**src/hw/rtl/tclc_pkg.sv**
```systemverilog
// Shared types and constants for the three-car chase block.
// Used by tclc_div, tclc_front, tclc_back and three_car_led_chase.
`timescale 1ns / 1ps

package tclc_pkg;

  // Field widths
  localparam int LEN_W     = 11;  // strip length, 0..1024
  localparam int POS_W     = 10;  // pixel position, 0..1023
  localparam int CAR_W     = 9;   // car length, gap and spacing, up to 341
  localparam int SUM_W     = LEN_W + 1;
  localparam int COL_W     = 32;
  localparam int TIME_W    = 32;
  localparam int SET_W     = 8;
  localparam int CFG_IDX_W = 3;
  localparam int NUM_CARS  = 3;

  // Scaled numerators of the map steps: largest is 255 * 340
  localparam int NUM_W = 17;

  // Remainder unit: dividend is the head position, divisor the strip length
  localparam int DIV_W = POS_W;
  localparam int DVS_W = LEN_W;

  // Constant divides by reciprocal multiply:
  // x / 255 == (x * 131587) >> 25 for x < 132623, x / 3 == (x * 683) >> 11 for x < 2048
  localparam int RCP255_M = 131587;
  localparam int RCP255_S = 25;
  localparam int RCP3_M   = 683;
  localparam int RCP3_S   = 11;

  localparam logic [LEN_W-1:0] MAX_LEDS = 11'd1024;

  localparam int IVL_BASE  = 180;
  localparam int IVL_SPAN  = 170;

  localparam logic [SET_W-1:0] SPEED_RST   = 8'd128;
  localparam logic [SET_W-1:0] CAR_LEN_RST = 8'd128;

  // Register indexes on the configuration port
  localparam logic [CFG_IDX_W-1:0] REG_SEG_LEN   = 3'd0;
  localparam logic [CFG_IDX_W-1:0] REG_SPEED     = 3'd1;
  localparam logic [CFG_IDX_W-1:0] REG_CAR_LEN   = 3'd2;
  localparam logic [CFG_IDX_W-1:0] REG_GAP_SET   = 3'd3;
  localparam logic [CFG_IDX_W-1:0] REG_CAR_ONE   = 3'd4;
  localparam logic [CFG_IDX_W-1:0] REG_CAR_TWO   = 3'd5;
  localparam logic [CFG_IDX_W-1:0] REG_CAR_THREE = 3'd6;

  // Operation codes
  localparam logic OP_FRAME = 1'b0;
  localparam logic OP_QUERY = 1'b1;

  typedef enum logic [1:0] {
    K_NOP   = 2'd0,
    K_FRAME = 2'd1,
    K_QUERY = 2'd2
  } kind_t;

  typedef struct packed {
    kind_t              kind;
    logic [TIME_W-1:0]  now_ms;
    logic [POS_W-1:0]   pixel;
  } item_t;

  typedef struct packed {
    logic [LEN_W-1:0]                   len;
    logic [SET_W-1:0]                   speed;
    logic [SET_W-1:0]                   car_len_set;
    logic [SET_W-1:0]                   gap_set;
    logic [NUM_CARS-1:0][COL_W-1:0]     color;
  } cfg_t;

endpackage

```
**src/hw/rtl/tclc_div.sv**
```systemverilog
// Restoring divider giving the remainder, one bit per cycle.
// Depends on tclc_pkg for operand widths.
`timescale 1ns / 1ps

module tclc_div (
  input  logic                          clk,
  input  logic                          rst_n,
  input  logic                          start,
  input  logic [tclc_pkg::DIV_W-1:0]    dividend,
  input  logic [tclc_pkg::DVS_W-1:0]    divisor,
  output logic                          done,
  output logic [tclc_pkg::DVS_W-1:0]    rem
);

  localparam int CNT_W = $clog2(tclc_pkg::DIV_W);

  logic                          busy_r, busy_nxt;
  logic                          done_r, done_nxt;
  logic [CNT_W-1:0]              cnt_r, cnt_nxt;
  logic [tclc_pkg::DIV_W-1:0]    quot_r, quot_nxt;
  logic [tclc_pkg::DVS_W-1:0]    rem_r, rem_nxt;
  logic [tclc_pkg::DVS_W-1:0]    dvs_r, dvs_nxt;
  logic [tclc_pkg::DVS_W:0]      shifted, trial;
  logic                          fits;

  assign shifted = {rem_r, quot_r[tclc_pkg::DIV_W-1]};
  assign fits    = shifted >= {1'b0, dvs_r};
  assign trial   = shifted - {1'b0, dvs_r};

  always_comb begin
    busy_nxt = busy_r;
    done_nxt = 1'b0;
    cnt_nxt  = cnt_r;
    quot_nxt = quot_r;
    rem_nxt  = rem_r;
    dvs_nxt  = dvs_r;
    if (start) begin
      busy_nxt = 1'b1;
      cnt_nxt  = '0;
      quot_nxt = dividend;
      rem_nxt  = '0;
      dvs_nxt  = divisor;
    end else if (busy_r) begin
      rem_nxt  = fits ? trial[tclc_pkg::DVS_W-1:0] : shifted[tclc_pkg::DVS_W-1:0];
      quot_nxt = {quot_r[tclc_pkg::DIV_W-2:0], fits};
      cnt_nxt  = cnt_r + 1'b1;
      if (cnt_r == CNT_W'(tclc_pkg::DIV_W - 1)) begin
        busy_nxt = 1'b0;
        done_nxt = 1'b1;
      end
    end
  end

  always_ff @(posedge clk) begin
    if (!rst_n) begin
      busy_r <= 1'b0;
      done_r <= 1'b0;
      cnt_r  <= '0;
    end else begin
      busy_r <= busy_nxt;
      done_r <= done_nxt;
      cnt_r  <= cnt_nxt;
    end
    quot_r <= quot_nxt;
    rem_r  <= rem_nxt;
    dvs_r  <= dvs_nxt;
  end

  assign done = done_r;
  assign rem  = rem_r;

endmodule

```
**src/hw/rtl/tclc_front.sv**
```systemverilog
// Front end: takes input words, sorts them into frame / query / no-op,
// and holds them in a two-entry queue for the back end. Uses tclc_pkg.
`timescale 1ns / 1ps

module tclc_front (
  input  logic                          clk,
  input  logic                          rst_n,
  input  logic [tclc_pkg::LEN_W-1:0]    cfg_len,
  input  logic                          in_valid,
  output logic                          in_ready,
  input  logic                          in_op,
  input  logic [tclc_pkg::TIME_W-1:0]   in_now_ms,
  input  logic [tclc_pkg::POS_W-1:0]    in_pixel_index,
  output logic                          q_valid,
  output tclc_pkg::item_t               q_item,
  input  logic                          q_pop
);

  localparam int QDEPTH = 2;
  localparam int QAW    = $clog2(QDEPTH);
  localparam int QCW    = $clog2(QDEPTH + 1);

  tclc_pkg::item_t   mem_r [QDEPTH];
  tclc_pkg::item_t   item_in;
  tclc_pkg::kind_t   kind;
  logic [QAW-1:0]    wr_ptr_r, wr_ptr_nxt;
  logic [QAW-1:0]    rd_ptr_r, rd_ptr_nxt;
  logic [QCW-1:0]    cnt_r, cnt_nxt;
  logic              push;

  // Out-of-strip queries and anything on an empty strip need no work
  always_comb begin
    if (cfg_len == '0) begin
      kind = tclc_pkg::K_NOP;
    end else if (in_op == tclc_pkg::OP_FRAME) begin
      kind = tclc_pkg::K_FRAME;
    end else if (tclc_pkg::LEN_W'(in_pixel_index) < cfg_len) begin
      kind = tclc_pkg::K_QUERY;
    end else begin
      kind = tclc_pkg::K_NOP;
    end
  end

  assign item_in  = '{kind: kind, now_ms: in_now_ms, pixel: in_pixel_index};
  assign in_ready = (cnt_r != QCW'(QDEPTH));
  assign push     = in_valid && in_ready;
  assign q_valid  = (cnt_r != '0);
  assign q_item   = mem_r[rd_ptr_r];

  always_comb begin
    wr_ptr_nxt = wr_ptr_r;
    rd_ptr_nxt = rd_ptr_r;
    cnt_nxt    = cnt_r;
    if (push) begin
      wr_ptr_nxt = (wr_ptr_r == QAW'(QDEPTH - 1)) ? '0 : wr_ptr_r + 1'b1;
    end
    if (q_pop) begin
      rd_ptr_nxt = (rd_ptr_r == QAW'(QDEPTH - 1)) ? '0 : rd_ptr_r + 1'b1;
    end
    if (push && !q_pop) begin
      cnt_nxt = cnt_r + 1'b1;
    end else if (q_pop && !push) begin
      cnt_nxt = cnt_r - 1'b1;
    end
  end

  always_ff @(posedge clk) begin
    if (!rst_n) begin
      wr_ptr_r <= '0;
      rd_ptr_r <= '0;
      cnt_r    <= '0;
    end else begin
      wr_ptr_r <= wr_ptr_nxt;
      rd_ptr_r <= rd_ptr_nxt;
      cnt_r    <= cnt_nxt;
    end
    if (push) begin
      mem_r[wr_ptr_r] <= item_in;
    end
  end

endmodule

```
**src/hw/rtl/tclc_back.sv**
```systemverilog
// Back end: chase state, derived car geometry and the result register.
// Depends on tclc_pkg and tclc_div.
`timescale 1ns / 1ps

module tclc_back (
  input  logic                          clk,
  input  logic                          rst_n,
  input  tclc_pkg::cfg_t                cfg,
  input  logic                          cfg_touch,
  input  logic                          q_valid,
  input  tclc_pkg::item_t               q_item,
  output logic                          q_pop,
  output logic                          out_valid,
  input  logic                          out_ready,
  output logic [tclc_pkg::POS_W-1:0]    out_head_position,
  output logic [tclc_pkg::COL_W-1:0]    out_pixel_color
);

  localparam int LEN_W  = tclc_pkg::LEN_W;
  localparam int POS_W  = tclc_pkg::POS_W;
  localparam int CAR_W  = tclc_pkg::CAR_W;
  localparam int SUM_W  = tclc_pkg::SUM_W;
  localparam int COL_W  = tclc_pkg::COL_W;
  localparam int TIME_W = tclc_pkg::TIME_W;
  localparam int NUM_W  = tclc_pkg::NUM_W;
  localparam int DIV_W  = tclc_pkg::DIV_W;
  localparam int DVS_W  = tclc_pkg::DVS_W;
  localparam int NCARS  = tclc_pkg::NUM_CARS;
  localparam int P255_W = NUM_W + 18;
  localparam int P3_W   = LEN_W + 10;

  typedef enum logic [10:0] {
    S_IDLE   = 11'b000_0000_0001,
    S_DINT   = 11'b000_0000_0010,
    S_DCMAX  = 11'b000_0000_0100,
    S_DCLEN  = 11'b000_0000_1000,
    S_DMGAP  = 11'b000_0001_0000,
    S_DTHIRD = 11'b000_0010_0000,
    S_DDGAP  = 11'b000_0100_0000,
    S_DORG   = 11'b000_1000_0000,
    S_DST1   = 11'b001_0000_0000,
    S_DST2   = 11'b010_0000_0000,
    S_QUERY  = 11'b100_0000_0000
  } bstate_t;

  bstate_t             state_r, state_nxt;
  logic                dirty_r, dirty_nxt;
  logic                div_wait_r, div_wait_nxt;
  logic                step_r, step_nxt;
  logic [NUM_W-1:0]    num_r, num_nxt;
  logic                started_r, started_nxt;
  logic [TIME_W-1:0]   last_r, last_nxt;
  logic [POS_W-1:0]    head_r, head_nxt;
  logic [POS_W-1:0]    origin_r, origin_nxt;
  logic [POS_W-1:0]    start_r [NCARS];
  logic [POS_W-1:0]    start_nxt [NCARS];
  logic [POS_W-1:0]    dist_r [NCARS];
  logic [POS_W-1:0]    dist_nxt [NCARS];
  logic [7:0]          interval_r, interval_nxt;
  logic [CAR_W-1:0]    cmax_r, cmax_nxt;
  logic [CAR_W-1:0]    clen_r, clen_nxt;
  logic [CAR_W-1:0]    maxgap_r, maxgap_nxt;
  logic [CAR_W-1:0]    third_r, third_nxt;
  logic [CAR_W-1:0]    gap_r, gap_nxt;
  logic [CAR_W-1:0]    spacing_r, spacing_nxt;
  logic                out_valid_r, out_valid_nxt;
  logic [POS_W-1:0]    out_head_r, out_head_nxt;
  logic [COL_W-1:0]    out_color_r, out_color_nxt;

  logic                out_free, out_load;
  logic [POS_W-1:0]    out_head_d;
  logic [COL_W-1:0]    out_color_d;
  logic                derive_go, dirty_set;
  logic [LEN_W-1:0]    len;
  logic                len_nz;
  logic [TIME_W-1:0]   elapsed;
  logic                advance;
  logic [POS_W-1:0]    origin_inc;
  logic [LEN_W-1:0]    trip_clen;
  logic [P255_W-1:0]   prod255;
  logic [P3_W-1:0]     prod3;
  logic [CAR_W-1:0]    q255, q255_inc, q3;

  logic                div_start, div_done;
  logic [DIV_W-1:0]    div_dvd;
  logic [DVS_W-1:0]    div_dvs, div_rem;

  // (a + b) mod l, for a < l and b <= l
  function automatic logic [POS_W-1:0] wrap_add(input logic [POS_W-1:0] a,
                                                input logic [CAR_W-1:0] b,
                                                input logic [LEN_W-1:0] l);
    logic [SUM_W-1:0] s;
    s = SUM_W'(a) + SUM_W'(b);
    if (s >= SUM_W'(l)) begin
      s = s - SUM_W'(l);
    end
    return s[POS_W-1:0];
  endfunction

  // (p - s) mod l, for p < l and s < l
  function automatic logic [POS_W-1:0] ring_dist(input logic [POS_W-1:0] p,
                                                 input logic [POS_W-1:0] s,
                                                 input logic [LEN_W-1:0] l);
    logic [SUM_W-1:0] d;
    d = SUM_W'(p) - SUM_W'(s);
    if (p < s) begin
      d = d + SUM_W'(l);
    end
    return d[POS_W-1:0];
  endfunction

  tclc_div u_div (
    .clk      (clk),
    .rst_n    (rst_n),
    .start    (div_start),
    .dividend (div_dvd),
    .divisor  (div_dvs),
    .done     (div_done),
    .rem      (div_rem)
  );

  assign len        = cfg.len;
  assign len_nz     = (len != '0);
  assign out_free   = !out_valid_r || out_ready;
  assign elapsed    = q_item.now_ms - last_r;
  assign advance    = started_r && (elapsed >= TIME_W'(interval_r));
  assign origin_inc = wrap_add(origin_r, CAR_W'(1), len);
  assign trip_clen  = LEN_W'({clen_r, 1'b0}) + LEN_W'(clen_r);
  assign div_dvd    = head_r;
  assign div_dvs    = len;

  // numerator registered in num_r while step_r is low, quotient used while step_r is high
  assign prod255  = P255_W'(num_r) * P255_W'(tclc_pkg::RCP255_M);
  assign prod3    = P3_W'(num_r[LEN_W-1:0]) * P3_W'(tclc_pkg::RCP3_M);
  assign q255     = CAR_W'(prod255 >> tclc_pkg::RCP255_S);
  assign q3       = CAR_W'(prod3 >> tclc_pkg::RCP3_S);
  assign q255_inc = q255 + 1'b1;

  always_comb begin
    num_nxt = '0;
    case (state_r)
      S_DINT: begin
        num_nxt = NUM_W'(cfg.speed) * NUM_W'(tclc_pkg::IVL_SPAN);
      end
      S_DCMAX: begin
        num_nxt = (len > LEN_W'(tclc_pkg::NUM_CARS)) ?
                  NUM_W'(len - LEN_W'(tclc_pkg::NUM_CARS)) : '0;
      end
      S_DCLEN: begin
        num_nxt = NUM_W'(cfg.car_len_set) * NUM_W'(cmax_r - 1'b1);
      end
      S_DMGAP: begin
        num_nxt = (len > trip_clen) ? NUM_W'(len - trip_clen) : '0;
      end
      S_DTHIRD: begin
        num_nxt = NUM_W'(len);
      end
      S_DDGAP: begin
        num_nxt = NUM_W'(cfg.gap_set) * NUM_W'(third_r - 1'b1);
      end
      default: begin
        num_nxt = '0;
      end
    endcase
  end

  always_comb begin
    state_nxt    = state_r;
    step_nxt     = 1'b0;
    started_nxt  = started_r;
    last_nxt     = last_r;
    head_nxt     = head_r;
    origin_nxt   = origin_r;
    interval_nxt = interval_r;
    cmax_nxt     = cmax_r;
    clen_nxt     = clen_r;
    maxgap_nxt   = maxgap_r;
    third_nxt    = third_r;
    gap_nxt      = gap_r;
    spacing_nxt  = spacing_r;
    for (int c = 0; c < NCARS; c++) begin
      start_nxt[c] = start_r[c];
      dist_nxt[c]  = dist_r[c];
    end
    q_pop       = 1'b0;
    div_start   = 1'b0;
    derive_go   = 1'b0;
    dirty_set   = 1'b0;
    out_load    = 1'b0;
    out_head_d  = origin_r;
    out_color_d = '0;

    case (state_r)
      S_IDLE: begin
        if (dirty_r) begin
          derive_go = 1'b1;
          if (len_nz) begin
            state_nxt = S_DINT;
          end
        end else if (q_valid) begin
          case (q_item.kind)
            tclc_pkg::K_FRAME: begin
              if (out_free) begin
                q_pop    = 1'b1;
                out_load = 1'b1;
                if (!started_r) begin
                  // first frame: restart from pixel 0, car starts need redoing
                  started_nxt = 1'b1;
                  last_nxt    = q_item.now_ms;
                  head_nxt    = '0;
                  origin_nxt  = '0;
                  dirty_set   = 1'b1;
                  out_head_d  = '0;
                end else if (advance) begin
                  last_nxt   = q_item.now_ms;
                  head_nxt   = origin_inc;
                  origin_nxt = origin_inc;
                  for (int c = 0; c < NCARS; c++) begin
                    start_nxt[c] = wrap_add(start_r[c], CAR_W'(1), len);
                  end
                  out_head_d = origin_inc;
                end
              end
            end
            tclc_pkg::K_QUERY: begin
              q_pop     = 1'b1;
              state_nxt = S_QUERY;
              for (int c = 0; c < NCARS; c++) begin
                dist_nxt[c] = ring_dist(q_item.pixel, start_r[c], len);
              end
            end
            default: begin
              if (out_free) begin
                q_pop      = 1'b1;
                out_load   = 1'b1;
                out_head_d = len_nz ? origin_r : head_r;
              end
            end
          endcase
        end
      end
      S_DINT: begin
        step_nxt = !step_r;
        if (step_r) begin
          interval_nxt = 8'(tclc_pkg::IVL_BASE) - q255[7:0];
          state_nxt    = S_DCMAX;
        end
      end
      S_DCMAX: begin
        step_nxt = !step_r;
        if (step_r) begin
          cmax_nxt  = (q3 == '0) ? CAR_W'(1) : q3;
          state_nxt = S_DCLEN;
        end
      end
      S_DCLEN: begin
        step_nxt = !step_r;
        if (step_r) begin
          clen_nxt  = q255_inc;
          state_nxt = S_DMGAP;
        end
      end
      S_DMGAP: begin
        step_nxt = !step_r;
        if (step_r) begin
          maxgap_nxt = q3;
          state_nxt  = S_DTHIRD;
        end
      end
      S_DTHIRD: begin
        step_nxt = !step_r;
        if (step_r) begin
          third_nxt = (q3 == '0) ? CAR_W'(1) : q3;
          state_nxt = S_DDGAP;
        end
      end
      S_DDGAP: begin
        step_nxt = !step_r;
        if (step_r) begin
          if (maxgap_r == '0) begin
            gap_nxt = '0;
          end else begin
            gap_nxt = (q255_inc < maxgap_r) ? q255_inc : maxgap_r;
          end
          state_nxt = S_DORG;
        end
      end
      S_DORG: begin
        div_start = !div_wait_r;
        if (div_done) begin
          origin_nxt   = div_rem[POS_W-1:0];
          start_nxt[0] = div_rem[POS_W-1:0];
          spacing_nxt  = clen_r + gap_r;
          state_nxt    = S_DST1;
        end
      end
      S_DST1: begin
        start_nxt[1] = wrap_add(start_r[0], spacing_r, len);
        state_nxt    = S_DST2;
      end
      S_DST2: begin
        start_nxt[2] = wrap_add(start_r[1], spacing_r, len);
        state_nxt    = S_IDLE;
      end
      S_QUERY: begin
        if (out_free) begin
          out_load = 1'b1;
          // later cars paint over earlier ones
          for (int c = 0; c < NCARS; c++) begin
            if (cfg.color[c] != '0 && dist_r[c] < POS_W'(clen_r)) begin
              out_color_d = cfg.color[c];
            end
          end
          state_nxt = S_IDLE;
        end
      end
      default: begin
        state_nxt = S_IDLE;
      end
    endcase
  end

  assign div_wait_nxt  = (div_wait_r || div_start) && !div_done;
  assign dirty_nxt     = cfg_touch || dirty_set || (dirty_r && !derive_go);
  assign out_valid_nxt = out_load || (out_valid_r && !out_ready);
  assign out_head_nxt  = out_load ? out_head_d : out_head_r;
  assign out_color_nxt = out_load ? out_color_d : out_color_r;

  always_ff @(posedge clk) begin
    if (!rst_n) begin
      state_r     <= S_IDLE;
      dirty_r     <= 1'b1;
      div_wait_r  <= 1'b0;
      step_r      <= 1'b0;
      started_r   <= 1'b0;
      last_r      <= '0;
      head_r      <= '0;
      out_valid_r <= 1'b0;
    end else begin
      state_r     <= state_nxt;
      dirty_r     <= dirty_nxt;
      div_wait_r  <= div_wait_nxt;
      step_r      <= step_nxt;
      started_r   <= started_nxt;
      last_r      <= last_nxt;
      head_r      <= head_nxt;
      out_valid_r <= out_valid_nxt;
    end
    num_r       <= num_nxt;
    origin_r    <= origin_nxt;
    interval_r  <= interval_nxt;
    cmax_r      <= cmax_nxt;
    clen_r      <= clen_nxt;
    maxgap_r    <= maxgap_nxt;
    third_r     <= third_nxt;
    gap_r       <= gap_nxt;
    spacing_r   <= spacing_nxt;
    out_head_r  <= out_head_nxt;
    out_color_r <= out_color_nxt;
    for (int c = 0; c < NCARS; c++) begin
      start_r[c] <= start_nxt[c];
      dist_r[c]  <= dist_nxt[c];
    end
  end

  assign out_valid         = out_valid_r;
  assign out_head_position = out_head_r;
  assign out_pixel_color   = out_color_r;

  a_origin_in_strip: assert property (@(posedge clk) disable iff (!rst_n)
    (state_r == S_IDLE && !dirty_r && len_nz) |-> (LEN_W'(origin_r) < len))
    else $error("head origin outside strip while geometry is current");

  a_dist_in_strip: assert property (@(posedge clk) disable iff (!rst_n)
    (state_r == S_QUERY) |-> (LEN_W'(dist_r[0]) < len && LEN_W'(dist_r[1]) < len &&
                              LEN_W'(dist_r[2]) < len))
    else $error("car distance outside strip");

  a_started_holds: assert property (@(posedge clk) disable iff (!rst_n)
    started_r |=> started_r)
    else $error("started flag dropped");

  a_div_done_expected: assert property (@(posedge clk) disable iff (!rst_n)
    div_done |-> div_wait_r)
    else $error("divider finished with no request outstanding");

endmodule

```
**src/hw/rtl/three_car_led_chase.sv**
```systemverilog
// Top level of the three-car chase: configuration registers, front end and back end.
// Depends on tclc_pkg, tclc_front, tclc_back (and tclc_div through the back end).
`timescale 1ns / 1ps

// Channel  Direction  Handshake              Word
// in_      input      in_valid / in_ready    op, now_ms, pixel_index
// out_     output     out_valid / out_ready  head_position, pixel_color
// cfg_     input      cfg_valid / cfg_ready  index, data (always ready)
//
// In the back end a frame word is handled in S_IDLE alone, a pixel query in S_IDLE then S_QUERY.
// A write to registers 0..3, or the first frame, triggers on a non-empty strip a
// geometry recompute (six reciprocal steps, then a head modulo in the bit-serial
// divider) before the next word is processed. Reset is synchronous,
// active low; after reset the strip length is zero. Input and output stall
// independently through a two-entry queue and the output register.

module three_car_led_chase (
  input  logic                               clk,
  input  logic                               rst_n,
  input  logic                               in_valid,
  output logic                               in_ready,
  input  logic                               in_op,
  input  logic [tclc_pkg::TIME_W-1:0]        in_now_ms,
  input  logic [tclc_pkg::POS_W-1:0]         in_pixel_index,
  output logic                               out_valid,
  input  logic                               out_ready,
  output logic [tclc_pkg::POS_W-1:0]         out_head_position,
  output logic [tclc_pkg::COL_W-1:0]         out_pixel_color,
  input  logic                               cfg_valid,
  output logic                               cfg_ready,
  input  logic [tclc_pkg::CFG_IDX_W-1:0]     cfg_index,
  input  logic [31:0]                        cfg_data
);

  localparam int LEN_W = tclc_pkg::LEN_W;
  localparam int SET_W = tclc_pkg::SET_W;
  localparam int COL_W = tclc_pkg::COL_W;

  logic [LEN_W-1:0]   seg_len_r, seg_len_nxt;
  logic [SET_W-1:0]   speed_r, speed_nxt;
  logic [SET_W-1:0]   car_len_r, car_len_nxt;
  logic [SET_W-1:0]   gap_set_r, gap_set_nxt;
  logic [COL_W-1:0]   col_one_r, col_one_nxt;
  logic [COL_W-1:0]   col_two_r, col_two_nxt;
  logic [COL_W-1:0]   col_three_r, col_three_nxt;
  logic               cfg_wr, cfg_touch;
  logic [LEN_W-1:0]   eff_len;
  tclc_pkg::cfg_t     cfg;
  logic               q_valid, q_pop;
  tclc_pkg::item_t    q_item;

  assign cfg_ready = 1'b1;
  assign cfg_wr    = cfg_valid && cfg_ready;
  // length, speed and car-shape registers invalidate the derived geometry
  assign cfg_touch = cfg_wr && (cfg_index <= tclc_pkg::REG_GAP_SET);

  always_comb begin
    seg_len_nxt   = seg_len_r;
    speed_nxt     = speed_r;
    car_len_nxt   = car_len_r;
    gap_set_nxt   = gap_set_r;
    col_one_nxt   = col_one_r;
    col_two_nxt   = col_two_r;
    col_three_nxt = col_three_r;
    if (cfg_wr) begin
      case (cfg_index)
        tclc_pkg::REG_SEG_LEN:   seg_len_nxt   = cfg_data[LEN_W-1:0];
        tclc_pkg::REG_SPEED:     speed_nxt     = cfg_data[SET_W-1:0];
        tclc_pkg::REG_CAR_LEN:   car_len_nxt   = cfg_data[SET_W-1:0];
        tclc_pkg::REG_GAP_SET:   gap_set_nxt   = cfg_data[SET_W-1:0];
        tclc_pkg::REG_CAR_ONE:   col_one_nxt   = cfg_data;
        tclc_pkg::REG_CAR_TWO:   col_two_nxt   = cfg_data;
        tclc_pkg::REG_CAR_THREE: col_three_nxt = cfg_data;
        default: begin
          seg_len_nxt = seg_len_r;
        end
      endcase
    end
  end

  always_ff @(posedge clk) begin
    if (!rst_n) begin
      seg_len_r   <= '0;
      speed_r     <= tclc_pkg::SPEED_RST;
      car_len_r   <= tclc_pkg::CAR_LEN_RST;
      gap_set_r   <= '0;
      col_one_r   <= '0;
      col_two_r   <= '0;
      col_three_r <= '0;
    end else begin
      seg_len_r   <= seg_len_nxt;
      speed_r     <= speed_nxt;
      car_len_r   <= car_len_nxt;
      gap_set_r   <= gap_set_nxt;
      col_one_r   <= col_one_nxt;
      col_two_r   <= col_two_nxt;
      col_three_r <= col_three_nxt;
    end
  end

  assign eff_len = (seg_len_r > tclc_pkg::MAX_LEDS) ? tclc_pkg::MAX_LEDS : seg_len_r;

  assign cfg = '{len:         eff_len,
                 speed:       speed_r,
                 car_len_set: car_len_r,
                 gap_set:     gap_set_r,
                 color:       {col_three_r, col_two_r, col_one_r}};

  tclc_front u_front (
    .clk            (clk),
    .rst_n          (rst_n),
    .cfg_len        (eff_len),
    .in_valid       (in_valid),
    .in_ready       (in_ready),
    .in_op          (in_op),
    .in_now_ms      (in_now_ms),
    .in_pixel_index (in_pixel_index),
    .q_valid        (q_valid),
    .q_item         (q_item),
    .q_pop          (q_pop)
  );

  tclc_back u_back (
    .clk               (clk),
    .rst_n             (rst_n),
    .cfg               (cfg),
    .cfg_touch         (cfg_touch),
    .q_valid           (q_valid),
    .q_item            (q_item),
    .q_pop             (q_pop),
    .out_valid         (out_valid),
    .out_ready         (out_ready),
    .out_head_position (out_head_position),
    .out_pixel_color   (out_pixel_color)
  );

endmodule
```
**config.mk**
```make
export PLATFORM = sky130hd
export DESIGN_NAME = three_car_led_chase
export DESIGN_NICKNAME = d
export VERILOG_FILES = /design/src/hw/rtl/tclc_pkg.sv /design/src/hw/rtl/tclc_div.sv /design/src/hw/rtl/tclc_front.sv /design/src/hw/rtl/tclc_back.sv /design/src/hw/rtl/three_car_led_chase.sv
export SDC_FILE = /design/constraint.sdc
export NUM_CORES = 2
export LEC_CHECK = 0
export BUFFER_PORTS_ARGS = -buffer_cell sky130_fd_sc_hd__buf_4
export CELL_PAD_IN_SITES_DETAIL_PLACEMENT = 0
export CELL_PAD_IN_SITES_GLOBAL_PLACEMENT = 1
export CORE_ASPECT_RATIO = 1.4
export CORE_UTILIZATION = 55
export CTS_BUF_LIST = sky130_fd_sc_hd__clkbuf_8
export DETAILED_ROUTE_END_ITERATION = 16
export HOLD_SLACK_MARGIN = 0.15
export PLACE_DENSITY = 0.94
export SLEW_MARGIN = 25
export SYNTH_ARGS = -nofsm -noshare
export SYNTH_HDL_FRONTEND = slang
export SYNTH_SLANG_ARGS = --single-unit
```
**constraint.sdc**
```tcl
create_clock -name clk -period 11.3 [get_ports clk]
set_clock_uncertainty 0.1 [all_clocks]
set_input_delay 0 -clock clk [delete_from_list [all_inputs] [get_ports clk]]
set_output_delay 0 -clock clk [all_outputs]
set_load 0.03 [all_outputs]
```
==> results.sh <==
export IMPL_p_clk_frac=0.241
export IMPL_irDropWorstVdd_mv=0.124
export IMPL_max_freq_mhz=129
export IMPL_cp_num_buf_inv=6
export IMPL_tns_ps=0
export IMPL_outcome="finished clean"
export IMPL_drc_errors=0
export IMPL_via_count=35300
export IMPL_rsz0062_at_grt="false"
export IMPL_period_needed_ps=7750
export IMPL_drive_above_1_share=0.0831
export IMPL_total_power_w=0.00751
export IMPL_dpl_cell_area_um2=44200
export IMPL_min_path_cells=6
export IMPL_clockBufferDepth=3
export IMPL_r2r_end="u_back.gap_r[0]$_SDFFCE_PN0P_"
export IMPL_p_switching_w=0.00300
export IMPL_stdcell_area_um2=47900
export IMPL_vias_per_cell=5.91
export IMPL_path_max_fanout=15
export IMPL_slowest_stage="a211oi_1"
export IMPL_numCtsBuffers=84
export IMPL_wl_per_cell_um=20.1
export IMPL_dp_hpwl_um=88900
export IMPL_clkLatencyLatePin_ps=760
export IMPL_area_growth_syn_to_layout_pct=13.4
export IMPL_start_util=0.558
export IMPL_grt_first_pass_wirelength_um=189000
export IMPL_synth_ff_type="edfxtp_1"
export IMPL_async_reset_ff_frac=0
export IMPL_synth_edf_count=283
export IMPL_grt_ovfl_total=0
export IMPL_cap_violations=0
export IMPL_r2r_start="u_back.num_r[6]$_DFF_P_"
export IMPL_synth_cell_type_count=89
export IMPL_hold_start="cfg_index[0]"
export IMPL_hold_path_class="in -> reg"
export IMPL_switching_share=0.400
export IMPL_rows=119
export IMPL_fin_cells=5974
export IMPL_hold_viol_final=0
export IMPL_worst_ep_arrival_time_ps=8110
export IMPL_dr_wl_met2_um=60600
export IMPL_seq_area_frac_synth=0.309
export IMPL_postCtsResizedCells=0
export IMPL_p_leak_nw=20.8
export IMPL_clk_pin_slew_worst_paths_ps=70
export IMPL_ys_ff_latch=511
export IMPL_portBuffers=126
export IMPL_period_share=0.686
export IMPL_p_comb_frac=0.444
export IMPL_synth_top_area_frac=0.201
export IMPL_slowest_delay_ps=750
export IMPL_fin_nets=5721
export IMPL_start_kind="register"
export IMPL_die_y_um=330
export IMPL_drt_total_wl_um=120000
export IMPL_slew_viol_final=0
export IMPL_die_x_um=236
export IMPL_m1WireLength_um=45400
export IMPL_critPathRequiredTime_ps=11660
export IMPL_synth_area_leaders="edfxtp_1, ha_1, dfxtp_1"
export IMPL_power_density_nw_per_um2=157
export IMPL_grt_start_max_net_pins=98
export IMPL_cts_tree="yes"
export IMPL_internal_power_w=0.00451
export IMPL_io_pins=128
export IMPL_holdPathEnd="seg_len_r[5]$_SDFFE_PN0P_"
export IMPL_cp_end_kind="register"
export IMPL_maxSlewHeadroom=0.266
export IMPL_coreArea_um2=75600
export IMPL_firstDrtPassIters=9
export IMPL_top_layer_used="met4"
export IMPL_crit_type="reg -> reg"
export IMPL_drt_iter0_markers=2486
export IMPL_p_seq_frac=0.315
export IMPL_grt_antenna_before_repair=3
export IMPL_cts_max_level=3
export IMPL_grt_pass1_vias=35700
export IMPL_worst_pin_slew_ps=1100
export IMPL_setup_violations=0
export IMPL_synth_area_per_cell_um2=9.08
export IMPL_place_congestion=0.966
export IMPL_syn_inst=4652
export IMPL_synth_top_area_cell="edfxtp_1"
export IMPL_yosysWarnings=0
export IMPL_yosys_top_cells_count="nand2_1, ha_1, inv_1"
export IMPL_r2r_slack_ps=3550
export IMPL_die_area_um2=77900
export IMPL_grt_total_usage=0.308
export IMPL_post_place_cells=5635
export IMPL_cts_root_buffer="clkbuf_8"
export IMPL_synth_fp_nets=5439
export IMPL_r2r_cells=29
export IMPL_synth_most_common_cell="nand2_1"
export IMPL_clock_sinks=511
export IMPL_crit_family="adder cells"
export IMPL_cts_setup_buffers=0
export IMPL_route_met3_wl_um=6910
export IMPL_ant_nets=0
export IMPL_netlist_area_um2=42200
==> metrics by stage <==
step                 util  setup slack (ps)  hold WS [ps]
global placement    0.584              3770          85.5
CTS                 0.632              3540           199
floorplan               -              4520         -1.13
finish              0.633              3550           252
global route        0.633              3150           275
detailed placement  0.584              3570          88.1
==> flip-flops by register name, indices dropped and copies added, names as in the netlist, 11 cells and up, named ones only <==
| register | cells |
|---|---|
| seg_len_r | 11 |
| u_back.num_r | 17 |
| col_three_r | 32 |
| u_back.last_r | 32 |
| u_back.u_div.rem | 11 |
| u_back.dist_r | 30 |
| u_back.start_r | 30 |
| u_back.u_div.dvs_r | 11 |
| u_back.state_r | 11 |
| col_one_r | 32 |
| u_back.out_pixel_color | 32 |
| col_two_r | 32 |
| u_front.mem_r | 88 |
==> what timing repair did <==
action / 4_1_cts / 5_1_grt
setup endpoints to repair: 0 / 0
endpoints found under the hold margin: 391 / 0
hold buffers: 180 / 0
==> layout make-up <==
class | instances | area, um2
Timing Repair Buffer | 348 | 3100
Tap cell | 968 | 1210
Clock buffer | 94 | 1290
Fill cell | 6358 | 27700
Clock inverter | 63 | 537
Inverter | 486 | 1830
Multi-Input combinational cell | 3503 | 26900
Sequential cell | 511 | 13100
Antenna cell | 1 | 2.50
==> cell usage in the layout (no fill, tap or decap), types with 63 or more instances in the layout <==
cell and n:
nand2_1 627, ha_1 514, inv_1 504, a21oi_1 386, edfxtp_1 283, nor2_1 271, dfxtp_1 227, xnor2_1 195
fa_1 190, dlygate4sd3_1 178, buf_4 167, o21ai_0 164, clkbuf_8 94, xor2_1 77, nor2b_1 76, a211oi_1 75
mux2_2 66, a21o_1 63
==> worst min-delay path: stages <==
cell,delay [ps]
dlygate4sd3_1,520
buf_4,150
nor3_1,60
buf_4,180
nand2_1,80
a21oi_1,50
==> logic make-up (layout without fill, tap and decap cells) <==
kind of cell | Yosys count | after routing | synth area share
buffers and inverters | 638 | 991 | 0.0578
other | 1 | 2 | 0.0000888
AO/OA/AOI/OAI | 1013 | 1013 | 0.151
AND/OR/NAND/NOR | 1389 | 1389 | 0.152
multiplexers | 124 | 124 | 0.0314
XOR/XNOR | 272 | 272 | 0.0564
adder cells (fa/ha/maj) | 704 | 704 | 0.242
flip-flops | 511 | 511 | 0.309
==> routing by layer <==
| layer | vias up | track usage |
|---|---|---|
| li1 | 16800 | - |
| met1 | 16900 | 0.345 |
| met2 | 1275 | 0.558 |
| met3 | 376 | 0.0382 |
| met4 | 0 | 0.187 |
| met5 | - | 0 |
==> worst max path at each step <==
stage / startpoint / endpoint / slack [ps] / cells past startpoint
after floorplan: u_back.num_r[15]$_DFF_P_ / u_back.gap_r[6]$_SDFFCE_PN0P_ / 4520 / 27
after global placement: u_back.num_r[6]$_DFF_P_ / u_back.gap_r[6]$_SDFFCE_PN0P_ / 3770 / 28
after detailed placement: u_back.num_r[6]$_DFF_P_ / u_back.gap_r[0]$_SDFFCE_PN0P_ / 3570 / 29
after CTS: u_back.num_r[6]$_DFF_P_ / u_back.gap_r[0]$_SDFFCE_PN0P_ / 3540 / 29
after global routing: u_back.num_r[9]$_DFF_P_ / u_back.gap_r[0]$_SDFFCE_PN0P_ / 3150 / 27
final: u_back.num_r[6]$_DFF_P_ / u_back.gap_r[0]$_SDFFCE_PN0P_ / 3550 / 29
==> power by group through the flow <==
| stage | clock (W) | combinational, W | sequential [W] |
|---|---|---|---|
| 3_3_place_gp | 0 | 0.00315 | 0.00239 |
| 3_5_place_dp | 0 | 0.00321 | 0.00240 |
| 5_1_grt | 0.00191 | 0.00368 | 0.00238 |
| 4_1_cts | 0.00182 | 0.00328 | 0.00236 |
| 6_report | 0.00181 | 0.00333 | 0.00237 |
| 2_1_floorplan | 0 | 0.00241 | 0.00238 |
Power figures use the tool's default switching activity.
